<file path="src/hw/rtl/tmrs_pkg.sv">
// Shared constants and types for the octal MSD radix sorter.
// No dependencies; the sorter top level, the bucket counter and the checker import this package.
package tmrs_pkg;

    localparam int MAX_ITEMS  = 64;
    localparam int ADDR_W     = 6;
    localparam int CNT_W      = 7;
    localparam int KEY_BITS   = 63;
    localparam int IDX_W      = 6;
    localparam int RADIX_BINS = 8;
    localparam int DIG_W      = 3;
    localparam int LVL_W      = 6;
    localparam int SHIFT_W    = 7;
    localparam int STACK_DEPTH = 64;
    localparam int CFG_IDX_W  = 2;
    localparam int CFG_DATA_W = 7;
    localparam int ENTRY_W    = KEY_BITS + IDX_W;

    // Configuration register indexes.
    localparam logic [CFG_IDX_W-1:0] CFG_LEAF_THRESHOLD = 2'd0;
    localparam logic [CFG_IDX_W-1:0] CFG_START_SHIFT    = 2'd1;
    localparam logic [CFG_IDX_W-1:0] CFG_ROOT_LEVEL     = 2'd2;

    // One node of the sort tree: a range of the store plus its digit position.
    typedef struct packed {
        logic [ADDR_W-1:0]         lo;
        logic [CNT_W-1:0]          n;
        logic signed [SHIFT_W-1:0] shift;
        logic [LVL_W-1:0]          level;
    } node_t;

    localparam int NODE_W = $bits(node_t);

    // Controls from the sequencer to the bucket counter.
    typedef struct packed {
        logic             clr;
        logic             count_en;
        logic             prefix_en;
        logic             scatter_en;
        logic [DIG_W-1:0] digit;
        logic [DIG_W-1:0] sel;
    } bkt_ctrl_t;

    typedef enum logic [3:0] {
        ST_LOAD,
        ST_DECIDE,
        ST_COUNT,
        ST_PREFIX,
        ST_SCATTER,
        ST_COPY,
        ST_PUSH,
        ST_POP,
        ST_POP_WAIT,
        ST_EMIT_RD,
        ST_EMIT_WAIT,
        ST_EMIT_OUT
    } state_t;

endpackage

</file>
<file path="src/hw/rtl/tmrs_bucket.sv">
// Digit histogram and running bucket offsets for one split.
// Depends on tmrs_pkg.
module tmrs_bucket
    import tmrs_pkg::*;
(
    input  logic             clk,
    input  logic             rst_n,
    input  bkt_ctrl_t        ctrl,
    output logic [CNT_W-1:0] dst_off,
    output logic [CNT_W-1:0] sel_count,
    output logic [CNT_W-1:0] sel_start
);

    logic [CNT_W-1:0] counts_reg [RADIX_BINS];
    logic [CNT_W-1:0] offs_reg [RADIX_BINS];
    logic [CNT_W-1:0] prefix [RADIX_BINS];

    // Exclusive prefix sum of the counts gives each bucket's first slot.
    always_comb
    begin
        logic [CNT_W-1:0] run;
        run = '0;
        for (int b = 0; b < RADIX_BINS; b++)
        begin
            prefix[b] = run;
            run = run + counts_reg[b];
        end
    end

    assign dst_off   = offs_reg[ctrl.digit];
    assign sel_count = counts_reg[ctrl.sel];
    // After the scatter, the offset sits at the end of its bucket.
    assign sel_start = offs_reg[ctrl.sel] - counts_reg[ctrl.sel];

    always_ff @(posedge clk or negedge rst_n)
    begin
        if (!rst_n)
        begin
            for (int b = 0; b < RADIX_BINS; b++)
            begin
                counts_reg[b] <= '0;
                offs_reg[b]   <= '0;
            end
        end
        else if (ctrl.clr)
        begin
            for (int b = 0; b < RADIX_BINS; b++)
            begin
                counts_reg[b] <= '0;
                offs_reg[b]   <= '0;
            end
        end
        else if (ctrl.count_en)
        begin
            counts_reg[ctrl.digit] <= counts_reg[ctrl.digit] + 1'b1;
        end
        else if (ctrl.prefix_en)
        begin
            for (int b = 0; b < RADIX_BINS; b++)
            begin
                offs_reg[b] <= prefix[b];
            end
        end
        else if (ctrl.scatter_en)
        begin
            offs_reg[ctrl.digit] <= offs_reg[ctrl.digit] + 1'b1;
        end
    end

endmodule

</file>
<file path="config.mk">
export PLATFORM = sky130hd
export DESIGN_NAME = tmrs_bucket
export DESIGN_NICKNAME = d
export VERILOG_FILES = /design/src/hw/rtl/tmrs_pkg.sv /design/src/hw/rtl/tmrs_bucket.sv
export SDC_FILE = /design/constraint.sdc
export NUM_CORES = 1
export LEC_CHECK = 0
export ABC_AREA = 1
export BUFFER_PORTS_ARGS = -buffer_cell sky130_fd_sc_hd__buf_2
export CORE_MARGIN = 4
export CORE_UTILIZATION = 29
export DETAILED_ROUTE_END_ITERATION = 16
export SYNTH_ARGS = -nofsm -noshare
export SYNTH_HDL_FRONTEND = slang
export SYNTH_SLANG_ARGS = --single-unit
export TNS_END_PERCENT = 5
</file>
<file path="constraint.sdc">
create_clock -name clk -period 5.12 [get_ports clk]
set_clock_uncertainty 0.15 [all_clocks]
set_input_delay 0.256 -clock clk [delete_from_list [all_inputs] [get_ports clk]]
set_output_delay 0.256 -clock clk [all_outputs]
set_load 0.005 [all_outputs]
</file>
After elaboration in Yosys (flattened, before gate mapping)
Index checks and enable logic that the tools add are counted.
{"block": "word_totals", "register_bits": 112, "in_bits": 12, "output_inout_bits": 21, "wordCells": 57}
{"block": "op_classes", "add_sub_neg": 9, "order_cmp": 3, "eq_ne": 1, "n_mux": 22, "bitwise_logic": 2, "n_reduce_logical": 4}
{"op": "$mux W56", "count": 6}
{"op": "$bwmux W56", "count": 2}
{"op": "$bmux W7 S3", "count": 4}
{"op": "$mux W7", "count": 9}
{"op": "$add A7 B7 Y7", "count": 6}
{"op": "$demux W7 S3", "count": 1}
{"op": "$add A7 B1 Y7 const B", "count": 2}
{"op": "$ge A4 B4 Y1 const B", "count": 2}
{"op": "$not A3 Y4", "count": 2}
{"op": "$sub A7 B7 Y7", "count": 1}
{"op": "$lt A4 B1 Y1 const B", "count": 1}
{"op": "$reduce_bool A3 Y1", "count": 1}
{"op": "$ne A2 B1 Y1 const B", "count": 1}
{"op": "$reduce_and A2 Y1", "count": 1}
{"op": "$reduce_bool A2 Y1", "count": 1}
{"op": "$logic_and A1 B1 Y1", "count": 1}

Longest topological paths before layout
{"block": "depth", "word_depth": 10, "ltp_mapped": 31}

Worst setup path before layout
Ideal clock, no wire load.
{"block": "synth_path", "kind": "register to register", "from": "register counts_reg[42] (netlist bit)", "to": "register offs_reg[6] (netlist bit)", "setup_time_ns": 0.116, "t_arrival_ns": 5.013, "path_slack_ns": -0.160, "path_stages_with_launch": 28, "n_path_buf": 0, "synth_period_minus_slack_ns": 5.280, "cell_sequence": "dfrtp_1 ha_1 fa_1 inv_1 fa_1 xnor2_1 ha_1 a21oi_1 and2_1 xor2_1 inv_1 ha_1 nand2_1 o21ai_0 xor2_1 inv_1 ha_1 inv_1 o21ai_0 xor2_1 ha_1 a21oi_1 xor2_1 inv_1 nand3_1 nand3_1 nand2_1 nand2_1"}
{"block": "synth_via", "elab_chain_len": 9}
{"item": "start, declared", "line_no": "tmrs_bucket.sv:14", "rtl": "logic [CNT_W-1:0] counts_reg [RADIX_BINS];"}
{"item": "start signal, assigned by index", "line_no": "tmrs_bucket.sv:55", "rtl": "counts_reg[ctrl.digit] <= counts_reg[ctrl.digit] + 1'b1;"}
{"item": "$add A7 B7 Y7 (6 in a row)", "line_no": "tmrs_bucket.sv:26", "rtl": "run = run + counts_reg[b];"}
{"item": "$mux W56", "line_no": "tmrs_bucket.sv:57", "rtl": "else if (ctrl.prefix_en)"}
{"item": "$mux W56", "line_no": "tmrs_bucket.sv:53", "rtl": "else if (ctrl.count_en)"}
{"item": "$mux W56", "line_no": "tmrs_bucket.sv:45", "rtl": "else if (ctrl.clr)"}
{"item": "end signal, assigned by index", "line_no": "tmrs_bucket.sv:61", "rtl": "offs_reg[b] <= prefix[b];"}
{"item": "end signal, assigned by index", "line_no": "tmrs_bucket.sv:66", "rtl": "offs_reg[ctrl.digit] <= offs_reg[ctrl.digit] + 1'b1;"}
{"item": "end, declared", "line_no": "tmrs_bucket.sv:15", "rtl": "logic [CNT_W-1:0] offs_reg [RADIX_BINS];"}
No other way between the ends. The select of a mux whose other input is x is not followed.
A chain may end at the register's enable or synchronous reset.

Worst setup path in the final report
{"block": "layout_path", "from": "register counts_reg[49] (netlist bit)", "to": "register offs_reg[6] (netlist bit)"}
The elaborated chain is that of the path after synthesis.

==> impl_metrics.yaml <==
logic_synthesis:
  synth_top_family_by_area: "compound AO/OA/AOI/OAI gates"
  netlist_area_um2: 8547
  synth_fa_ha_area_frac: 0.08081
  synth_edf_count: 0
  synthFlopType: "dfrtp_1"
  synthArstFlopShare: 1.000
  synthMuxAreaShare: 0
  avgSynthCellArea_um2: 7.105
  ys_ff_latch: 112
  synth_cell_types: 44
  synth_xor_area_frac: 0.03382
  synth_warnings: 0
  yosysSeqAreaShare: 0.3279
  synthCells: 1203
  synth_nets: 1266
  synth_compound_area_frac: 0.2568
  synth-simple-area-share: 0.1814
floorplan:
  io_pins: 33
  start_util: 0.2962
  core-area_um2: 28860
  die_w_um: 179.7
  die_h_um: 179.7
  std_cell_rows: 62
  die_area_um2: 32280
power:
  intPower_mw: 1.561
  p_total_mw: 2.414
  p_clk_frac: 0.306
  power_density_nw_per_um2: 231.7
  comb_power_share: 0.297
  p_leak_nw: 4.948
  peakVddDrop_uv: 179.5
  switching_share: 0.3534
  pwr-share-seq: 0.397
  switching_power_mw: 0.8529
route:
  wl_per_cell_um: 20.64
  num_vias: 9249
  drc: 0
  first_pass_iters: 5
  wirelength_um: 34750
  vias_per_cell: 5.492
  drtAntennaViolNets: 0
  drt-initial-drc-count: 1292
finish:
  layout-drive-gt1-share: 0.1800
  syn2layout_area_growth_pct: 21.87
  n_antenna_cell: 0
  final_cells: 1684
  fin_util: 0.3610
  final_net_count: 1358
timing:
  setup_viol_count_final: 2
  hold_violations: 0
  rsz0062_at_grt: "yes"
  worst_slew_pin_slew_ps: 980.5
  setup_ws_ps: -153.0
  fin_crit_sh: 1.030
  maxSlewViolCount: 0
  min_period_ps: 5273
  finalSetupTns_ps: -223.3
  slew_headroom: 0.3456
  max_freq_mhz: 189.6
placement:
  hpwl_um: 25820
  io_buffers: 32
  place_ws_ps: -407.0
  place_inst: 1650
  gp_congestion: 0.9362
grt:
  grt_pass1_vias: 8739
  grt_antenna_before_repair: 0
  met3_usage: 0.04588
  grt_max_degree: 65
  grt.overflow.total: 0
  gr-usage-met1: 0.3029
  busiest_layer: "met2"
  grt_pass1_wl_um: 52520
  grt.total_usage: 0.2073
  grt_use_met2: 0.3059
hold_path:
  holdCritPathClass: "in2reg"
status:
  violations: "setup timing"
  status: "complete, but fails checks"
critical_path:
  critPathArrivalTime_ps: 5390
  r2r-start: "counts_reg[49]"
  r2r_slack_ps: -150
  cp-start-kind: "flip-flop"
  ff2ff_path_depth: 29
  cp_slowest_cell: "dfrtp_1"
  critPathBufInv: 6
  critPathTopFamily: "adder cells"
  cp_num_cells: 29
  crit_fanout: 4
  crit_end: "offs_reg[6]"
  startpoint: "counts_reg[49]"
  reg2reg_to: "offs_reg[6]"
  max_stage_delay_ps: 390
  critPathCaptureType: "flip-flop"
  path_class: "reg2reg"
  crit_required_ps: 5230
clocking:
  h-tree-depth: 3
  cts_max_path_buffers: 2
  tritoncts: "built"
  cts-buffers-inserted: 9
  numClockSinks: 112
  worstSkewPairLatency_ps: 370
  clkTransAtPathRegs_ps: 80
  cts_root_buf: "clkbuf_16"
flow_run:
  drv_cap: 0
[what timing repair did]
| action | CTS | global route |
|---|---|---|
| buffers inserted | 9 | 8 |
| endpoints found under the hold margin | 63 | 0 |
| pin swaps | 10 | 36 |
| hold buffers | 1 | 0 |
| resized for setup | 20 | 40 |
| cloned | 0 | 0 |
| endpoints found under the setup margin | 4 | 6 |
[routing by layer]
| metal | part of all wire | wire (um) |
|---|---|---|
| met5 | 0 | 0 |
| met4 | 0.029 | 996 |
| met3 | 0.10 | 3458 |
| met2 | 0.43 | 14850 |
| met1 | 0.44 | 15440 |
[power by group through the flow]
stage               combinational, mW  sequential [mW]  clock [mW]
finish                          0.717            0.959       0.737
CTS                             0.679            0.957       0.745
global route                    0.778            0.963       0.787
floorplan                       0.375            0.961           0
detailed placement              0.652            0.973           0
global placement                0.645            0.973           0
[cell usage after synthesis, drive strengths merged (21+ instances only)]
| cell type | n | area share |
|---|---|---|
| a21oi | 79 | 0.046 |
| buf | 21 | 0.014 |
| clkbuf | 28 | 0.012 |
| dfrtp | 112 | 0.33 |
| ha | 44 | 0.064 |
| inv | 212 | 0.093 |
| nand2 | 207 | 0.092 |
| nand3 | 81 | 0.050 |
| nor2 | 61 | 0.027 |
| o21ai | 162 | 0.097 |
| o22ai | 85 | 0.062 |
| xor2 | 25 | 0.026 |
[worst min-delay path by stage]
| stage | from | to | slack (ps) | depth (start not counted) |
|---|---|---|---|---|
| after CTS | ctrl[8] | counts_reg[54] | 200 | 4 |
| after floorplan | rst_n | counts_reg[0] | -190 | 0 |
| after detailed placement | rst_n | counts_reg[54] | 290 | 1 |
| final | ctrl[8] | counts_reg[54] | 220 | 4 |
| after global routing | ctrl[8] | counts_reg[40] | 230 | 4 |
| after global placement | rst_n | counts_reg[48] | 280 | 1 |
[worst register-to-register path: cells and delay by family (launching register included)]
family,cells,cell delay (ps)
adder cells (fa/ha/maj),7,1900
XOR/XNOR,6,1080
AO/OA/AOI/OAI,5,830
AND/OR/NAND/NOR,5,440
flip-flops,1,390
buffers and inverters,6,380
[placed cells by master (no fill, tap or decap), drive strengths merged, types with 3 or more instances in the layout]
master	count
a21oi	79
a221oi	14
a22oi	10
a31oi	8
and2	4
buf	129
clkbuf	11
clkinvlp	3
dfrtp	112
fa	7
ha	44
inv	212
nand2	207
nand3	81
nand4	5
nor2	61
nor3	4
o211ai	7
o21a	3
o21ai	162
o22ai	85
o31ai	3
xnor2	8
xor2	25
[cell families after synthesis]
family	after synthesis
compound gates	381
xor+xnor	33
fa+ha+maj	51
buf+inv	261
flops	112
simple gates	365
[cell type report]
class / count / area, um^2
fill: 3095 / 18440
tap: 384 / 480.5
multi-input combinational: 830 / 5141
sequential: 112 / 2804
clock inverter: 5 / 57.56
timing repair buffer: 130 / 904.6
inverter: 212 / 795.8
clock buffer: 11 / 232.7
[stage by stage]
stage               area (um^2)  hold slack, ps
floorplan                  8579          -189.6
global placement           9599           282.5
detailed placement         9599           285.2
CTS                       10110           201.6
global route              10420           225.4
finish                    10420           216.7
Power figures use the tool's default switching activity.
