`config.mk`:
```
export PLATFORM = sky130hd
export DESIGN_NAME = tmrs_ram
export DESIGN_NICKNAME = d
export VERILOG_FILES = /design/src/hw/rtl/tmrs_ram.sv
export SDC_FILE = /design/constraint.sdc
export NUM_CORES = 1
export LEC_CHECK = 0
export ABC_AREA = 1
export BUFFER_PORTS_ARGS = -buffer_cell sky130_fd_sc_hd__buf_2
export CAP_MARGIN = 20
export CORE_ASPECT_RATIO = 0.7
export CORE_UTILIZATION = 60
export DETAILED_ROUTE_END_ITERATION = 8
export PLACE_DENSITY = 0.77
export SLEW_MARGIN = 20
export SYNTH_ARGS = -nofsm -noshare
export SYNTH_HDL_FRONTEND = slang
export SYNTH_SLANG_ARGS = --single-unit
```
`constraint.sdc`:
```
create_clock -name clk -period 4.7 [get_ports clk]
set_clock_uncertainty 0.1 [all_clocks]
set_input_delay 0.235 -clock clk [delete_from_list [all_inputs] [get_ports clk]]
set_output_delay 0.235 -clock clk [all_outputs]
set_load 0.02 [all_outputs]
```
`src/hw/rtl/tmrs_ram.sv`:
```
// Generic single-write, single-read synchronous RAM with registered read data.
// No dependencies.
module tmrs_ram #(
    parameter int WIDTH = 8,
    parameter int DEPTH = 64
) (
    input  logic                     clk,
    input  logic                     we,
    input  logic [$clog2(DEPTH)-1:0] waddr,
    input  logic [WIDTH-1:0]         wdata,
    input  logic [$clog2(DEPTH)-1:0] raddr,
    output logic [WIDTH-1:0]         rdata
);

    logic [WIDTH-1:0] mem [DEPTH];

    // Write port.
    always_ff @(posedge clk)
    begin
        if (we)
        begin
            mem[waddr] <= wdata;
        end
    end

    // Read port; the read data is registered.
    always_ff @(posedge clk)
    begin
        rdata <= mem[raddr];
    end

endmodule

```
After elaboration in Yosys (flattened, before gate mapping) --
Memory sizes are Yosys's and may differ from the RTL's. A register that Yosys moved wholly into a read port is not among the register bits. Cells that the tools add are included.
Word-level totals: logic and storage cells 3, memories 1, bits in registers 0, RAM bits 512
Memory list:
- mem | words 64, width 8, read ports 1, clocked after Yosys merged registers in 1, wr ports 1, line 15 | logic [WIDTH-1:0] mem [DEPTH];
Cells by class: muxes and demuxes 2
Operators with widths (number):
- $mux W1 | 2

Logic depth before layout (Yosys ltp) --
Gate-level depths: netlist of run 1.
word-level depth 2, mapped depth 12, gate-level depth less buffers 9

Worst setup path before layout of run 1 --
OpenSTA, ideal clock, no wires.
kind input -> register, start point in we, end point mem mem[48][0] (enable), library setup time 0.395 ns, stages on the path 3, required time 4.205 ns, buffers on the path 1, data arrival time 1.606 ns, setup slack 2.599 ns, path through clkbuf_1 -> nand4_1 -> nor4_1
Between the ends: longest elaborated chain between the ends 2
Ends and longest elaborated chain:
- start: declaration | line 8 | input logic we,
- $mux W1 | line 20 | if (we)
- $mux W1 (implied by the code) | line 22 | mem[waddr] <= wdata;
- end: declaration | line 15
Every way passes these cells.

==> impl_metrics.env, run 1 <==
export IMPL_outcome="completed"
export IMPL_antenna_found_initial=0
export IMPL_worst_slew_pin_slew_ns=1.07
export IMPL_drtPass1Iterations=7
export IMPL_drt_wirelength_per_cell_um=22.3
export IMPL_cap_violations=0
export IMPL_irDropWorstVdd_mv=0.348
export IMPL_initial_core_util_pct=61.2
export IMPL_yosys_area_share_adder_pct=0
export IMPL_dieHeight_um=160
export IMPL_synth_cells=1805
export IMPL_ant_nets=0
export IMPL_synth_top_area_share_pct=72.0
export IMPL_synth_distinct_cells=16
export IMPL_clockRootBuffer="clkbuf_16"
export IMPL_ys_flop_type="edfxtp_1"
export IMPL_cts_tree="built"
export IMPL_syn_cell_area_um2=21300
export IMPL_synth_compound_area_share_pct=0
export IMPL_synth_largest_area_cell="edfxtp_1"
export IMPL_synth_edff_count=512
export IMPL_worstPathMaxFanout=66
export IMPL_p_seq_share_pct=54.9
export IMPL_grt_use_total_pct=29.0
export IMPL_pwr_share_comb_pct=6.3
export IMPL_fillCellCount=2509
export IMPL_vias_per_cell=6.11
export IMPL_pre_cts_slack_ns=1.86
export IMPL_worst_setup_path_type="in2reg"
export IMPL_clk_pin_slew_worst_paths_ns=0.07
export IMPL_nets=1819
export IMPL_cts_buffers=46
export IMPL_leakage_uw=0.00822
export IMPL_intPower_uw=7260
export IMPL_ctsResizeCount=0
export IMPL_muxShareOfSynthArea_pct=0
export IMPL_power_density_nw_per_um2=408
export IMPL_setup_violations=0
export IMPL_synth_top_family_by_area="simple AND/OR/NAND/NOR gates"
export IMPL_synth_xor_area_share_pct=0
export IMPL_ys_ff_latch=520
export IMPL_syn_to_final_growth_pct=7.50
export IMPL_rsz0062_at_grt="no"
export IMPL_critPathRequiredTime_ns=5.07
export IMPL_num_rows=57
export IMPL_fin_ws_ns=2.33
export IMPL_grt_overflow=0
export IMPL_final_hold_viol_count=0
export IMPL_vias=14073
export IMPL_period_needed_ns=2.37
export IMPL_crit_path_start_kind="primary input"
export IMPL_syn_avg_cell_area_um2=11.8
export IMPL_grt_max_degree=212
export IMPL_core_um2=34900
export IMPL_ys_warn_count=0
export IMPL_p_sw_share_pct=22.5
export IMPL_drc_errors=0
export IMPL_final_setup_tns_ns=0
export IMPL_drt_wl_total_mm=51.4
export IMPL_fin_crit_sh_pct=50.5
export IMPL_cts_sinks=520
export IMPL_postCtsSetupRepairBufs=0
export IMPL_synthSimpleGateAreaFrac_pct=23.2
export IMPL_fmax_ghz=0.422
export IMPL_syn_nets=1827
export IMPL_drtIter0Drc=2054
export IMPL_yosys_top_cells_area="edfxtp_1 (72%), nand2_1 (11%), nand3_1 (10%)"
export IMPL_max_slew_margin_pct=28.4
export IMPL_dpl_hpwl_mm=29.0
export IMPL_p_switching_uw=2110
export IMPL_clkPwrFrac_pct=38.8
export IMPL_min_path_type="in2reg"
export IMPL_synth_async_sr_flop_share_pct=0
export IMPL_portBuffers=29
export IMPL_boundaryPins=30
export IMPL_n_antenna_cell=0
export IMPL_yosysSeqAreaShare_pct=72.8
export IMPL_grt_pass1_vias=13295
export IMPL_gp_congestion=0.952
export IMPL_synth_most_common_cell="nand2_1"
export IMPL_cp_arrival_ns=2.74
export IMPL_synthTopCellsByCount="nand2_1 (648), edfxtp_1 (512), nand3_1 (439)"
export IMPL_h_tree_depth=2
export IMPL_insertion_delay_ns=0.57
export IMPL_fp_dieW_um=227
export IMPL_layout_drive_gt1_share_pct=6.82
export IMPL_ctsLongestPathBuffers=3
export IMPL_hold_buffers=1
export IMPL_drv_slew=0
export IMPL_grt_pass1_wl_mm=78.4
export IMPL_die_area_um2=36300
export IMPL_cp_end_kind="flop"
==> cell usage in the layout (no fill, tap or decap), drive strengths merged <==
cell type      n
nand4          9
clkbuf        60
clkinv        21
edfxtp       512
bufinv         2
inv           12
nand2        648
buf           56
nor4           8
nor2          56
dlygate4sd3    1
dfxtp          8
nand3        439
==> routing by layer <==
layer / part of all wire, % / up-vias / wire length, µm / track usage [%]
met5: 0 / - / 0 / 0
met4: 2.9 / 0 / 1480 / 8.91
met3: 13 / 124 / 6710 / 7.38
met2: 43 / 975 / 22300 / 41.1
met1: 41 / 6650 / 20900 / 44.2
li1: - / 6324 / - / -
==> sequential cells by signal, indices dropped and copies added (netlist names) <==
name,flops
mem,512
rdata,8
==> worst max-delay path: stages <==
cell and delay, ns:
buf_4 0.60, buf_4 0.81, nand3_1 0.18, nand3_1 0.16
nand2_1 0.08, nand2_1 0.06, nand3_1 0.22, nand3_1 0.23
nand2_1 0.07
==> cell type report <==
cell class	count	area, µm²	share of cell area [%]
clock inverters	23	160	0.698
multi-input cells	1160	4950	21.6
flip-flops and latches	520	15500	67.7
repair buffers	57	399	1.74
inverters	12	52.6	0.229
clock buffers	60	1260	5.48
well taps	472	591	2.57
==> metrics by stage <==
step	power (µW)	hold slack (ns)	utilization [%]	instances	instance area (µm²)
finish	9370	0.0716	65.8	2304	22900
global placement	5800	0.492	61.6	2219	21500
global route	9600	0.0787	65.8	2304	22900
floorplan	5610	0.234	-	1805	21300
CTS	9370	0.0459	65.7	2303	22900
detailed placement	5820	0.490	61.6	2219	21500
==> kinds of logic (layout without fill, tap and decap cells) <==
kind of cell / Yosys count / after routing
AND/OR/NAND/NOR: 1160 / 1160
flip-flops: 520 / 520
buffers and inverters: 125 / 152
==> path summary, 6_finish.rpt <==
path	cells after the start	slack, ns	to	startpoint
max	9	2.33	rdata[5]$_DFF_P_	raddr[1]
max reg2reg	8	3.14	rdata[5]$_DFF_P_	mem[9][5]$_DFFE_PP_
min	4	0.07	rdata[2]$_DFF_P_	raddr[4]
min reg2reg	8	0.68	rdata[1]$_DFF_P_	mem[48][1]$_DFFE_PP_
==> power by group through the flow <==
stage | Clock, µW | Sequential (µW) | Combinational [µW]
3_3_place_gp | 0 | 5240 | 562
2_1_floorplan | 0 | 5250 | 361
3_5_place_dp | 0 | 5240 | 573
6_report | 3640 | 5140 | 592
5_1_grt | 3820 | 5140 | 640
4_1_cts | 3650 | 5140 | 577
Power figures use the tool's default switching activity.
==> run 2: changes to the inputs <==
- ABC_AREA: 1 -> 0
- CORE_UTILIZATION: 60 -> 56
- PLACE_DENSITY: 0.77 -> 0.76
- clock period: 4.7 -> 2 ns (I/O delays scaled with it)
==> run 2 against run 1 <==
Against the previous run: cell count down 30%; die area up 1.2%; sequential share of layout area is 1.4 points lower; cell area is 2.1% higher; global-route usage fell by 3.3 points; clock-buffer cell count up 5; non-clock buffer count grew 122; critical path depth fell by 4; register-to-register slack got worse by 3.1 ns; clock power up 130%; core utilization is 0.99 points higher; critical path type is now reg2reg; critical endpoint is now rdata[1]$_DFF_P_; highest routed layer unchanged.
==> impl_metrics.env, run 2 <==
export IMPL_fin_crit_sh_pct=99.2
export IMPL_num_rows=57
export IMPL_fmax_ghz=0.504
export IMPL_yosys_top_cells_area="edfxtp_1 (76%), mux4_2 (14%), nor2_1 (1.5%)"
export IMPL_cts_tree="built"
export IMPL_gp_congestion=0.864
export IMPL_syn_avg_cell_area_um2=21.5
export IMPL_cp_end_kind="flop"
export IMPL_p_switching_uw=4630
export IMPL_synth_distinct_cells=40
export IMPL_max_slew_margin_pct=49.8
export IMPL_clockRootBuffer="clkbuf_16"
export IMPL_grt_pass1_vias=10428
export IMPL_fp_dieW_um=229
export IMPL_h_tree_depth=2
export IMPL_antenna_found_initial=0
export IMPL_clkPwrFrac_pct=38.8
export IMPL_grt_overflow=0
export IMPL_cts_sinks=520
export IMPL_min_path_type="in2reg"
export IMPL_yosysSeqAreaShare_pct=77.0
export IMPL_synth_largest_area_cell="edfxtp_1"
export IMPL_synth_edff_count=512
export IMPL_intPower_uw=17200
export IMPL_n_antenna_cell=0
export IMPL_drtIter0Drc=1325
export IMPL_drtPass1Iterations=5
export IMPL_irDropWorstVdd_mv=0.693
export IMPL_core_um2=35100
export IMPL_synth_async_sr_flop_share_pct=0
export IMPL_multi_input_area_um2=4400
export IMPL_worst_setup_path_type="reg2reg"
export IMPL_largest_register_ffs=512
export IMPL_synth_top_area_share_pct=76.2
export IMPL_fillCellCount=2198
export IMPL_ctsLongestPathBuffers=3
export IMPL_portBuffers=29
export IMPL_seqCellArea_um2=15500
export IMPL_ys_ff_latch=520
export IMPL_syn_to_final_growth_pct=16.2
export IMPL_grt_pass1_wl_mm=68.2
export IMPL_drt_wirelength_per_cell_um=28.0
export IMPL_final_util_pct=66.8
export IMPL_die_area_um2=36800
export IMPL_nets=1139
export IMPL_insertion_delay_ns=0.57
export IMPL_critPathRequiredTime_ns=2.35
export IMPL_syn_cell_area_um2=20200
export IMPL_dieHeight_um=161
export IMPL_outcome="completed"
export IMPL_ys_warn_count=0
export IMPL_layout_drive_gt1_share_pct=33.5
export IMPL_drt_wl_total_mm=45.5
export IMPL_pwr_share_comb_pct=5.9
export IMPL_postCtsSetupRepairBufs=0
export IMPL_setup_violations=0
export IMPL_synthTopCellsByCount="edfxtp_1 (512), mux4_2 (126), nor2_1 (83)"
export IMPL_synth_cells=940
export IMPL_cap_violations=0
export IMPL_synth_most_common_cell="edfxtp_1"
export IMPL_clk_pin_slew_worst_paths_ns=0.06
export IMPL_leakage_uw=0.00761
export IMPL_ys_flop_type="edfxtp_1"
export IMPL_fin_area_um2=23400
export IMPL_initial_core_util_pct=57.5
export IMPL_p_seq_share_pct=55.3
export IMPL_rsz0062_at_grt="yes"
export IMPL_final_hold_viol_count=0
export IMPL_drc_errors=0
export IMPL_period_needed_ns=1.98
export IMPL_placed_area_um2=21900
export IMPL_grt_max_degree=65
export IMPL_crit_path_start_kind="flop"
export IMPL_vias_per_cell=6.30
export IMPL_final_common_cell="edfxtp_1"
export IMPL_grt_use_total_pct=25.7
export IMPL_ant_nets=0
export IMPL_dpl_hpwl_mm=28.8
export IMPL_power_density_nw_per_um2=933
export IMPL_cts_buffers=47
export IMPL_vias=10217
export IMPL_final_cell_mix="edfxtp_1 (512), buf_4 (130), mux4_2 (126)"
export IMPL_drv_slew=0
export IMPL_worst_slew_pin_slew_ns=0.748
export IMPL_boundaryPins=30
export IMPL_largest_register="mem"
export IMPL_reg_top3="mem: 512 flops, rdata: 8 flops"
export IMPL_p_sw_share_pct=21.2
export IMPL_cp_arrival_ns=2.33
export IMPL_syn_nets=962
export IMPL_worstPathMaxFanout=1
[run 2: cells by family (layout without fill, tap and decap cells)]
kind of cell	count (synthesis)	count (layout)	synth area share, %
buffers and inverters	51	262	1.57
multiplexers	162	162	15.9
flip-flops	520	520	77.0
AND/OR/NAND/NOR	153	153	3.39
AO/OA/AOI/OAI	54	54	2.07
[run 2: power groups by stage]
stage / clock network (µW) / registers, µW / logic, µW
finish: 8480 / 12100 / 1290
global placement: 0 / 12300 / 1220
floorplan: 0 / 12300 / 643
CTS: 8560 / 12100 / 1270
global route: 8960 / 12100 / 1370
detailed placement: 0 / 12300 / 1250
[run 2: layout make-up]
cell class | count | area share [%]
clock buffer | 65 | 5.48
multi-input combinational | 369 | 18.8
clock inverter | 18 | 0.555
tap | 472 | 2.52
sequential | 520 | 66.3
timing repair buffer | 179 | 6.36
[run 2: worst max-delay path: stages (launching register included)]
cell	delay [ns]
edfxtp_1	0.37
mux4_2	0.49
mux4_2	0.50
nor2_1	0.11
nor3_1	0.13
o2bb2ai_1	0.18
[run 2: stage by stage]
| step | power [µW] | std cells | hold slack [ns] | TNS [ns] | setup slack (ns) |
|---|---|---|---|---|---|
| finish | 21900 | 1623 | 0.0662 | 0 | 0.0152 |
| global route | 22400 | 1623 | 0.0778 | -0.0677 | -0.0357 |
| CTS | 21900 | 1623 | 0.0397 | 0 | 0.00248 |
| detailed placement | 13600 | 1533 | 0.444 | -1.80 | -0.592 |
| global placement | 13500 | 1533 | 0.446 | -1.73 | -0.577 |
| floorplan | 13000 | 940 | 0.0989 | 0 | 0.132 |
[run 2: final timing paths]
check | from | to | cells after the start | slack (ns)
setup / recovery | mem[7][1]$_DFFE_PP_ | rdata[1]$_DFF_P_ | 5 | 0.02
hold / removal | waddr[2] | mem[54][2]$_DFFE_PP_ | 4 | 0.07
hold reg to reg | mem[36][7]$_DFFE_PP_ | rdata[7]$_DFF_P_ | 4 | 0.81
setup reg to reg | mem[7][1]$_DFFE_PP_ | rdata[1]$_DFF_P_ | 5 | 0.02
[run 2: metal layers]
| metal | vias to the layer above | track usage [%] | wire length [µm] |
|---|---|---|---|
| met5 | - | 0 | 0 |
| met4 | 0 | 7.00 | 978 |
| met3 | 71 | 7.35 | 5160 |
| met2 | 546 | 37.7 | 20700 |
| met1 | 5330 | 38.3 | 18700 |
| li1 | 4270 | - | - |
[run 2: what timing repair did]
action | CTS | global route
pin swaps | 1 | 3
gates resized for setup | 6 | 9
hold buffers | 7 | 0
endpoints found under the setup margin | 3 | 6
hold endpoints to repair | 243 | 0
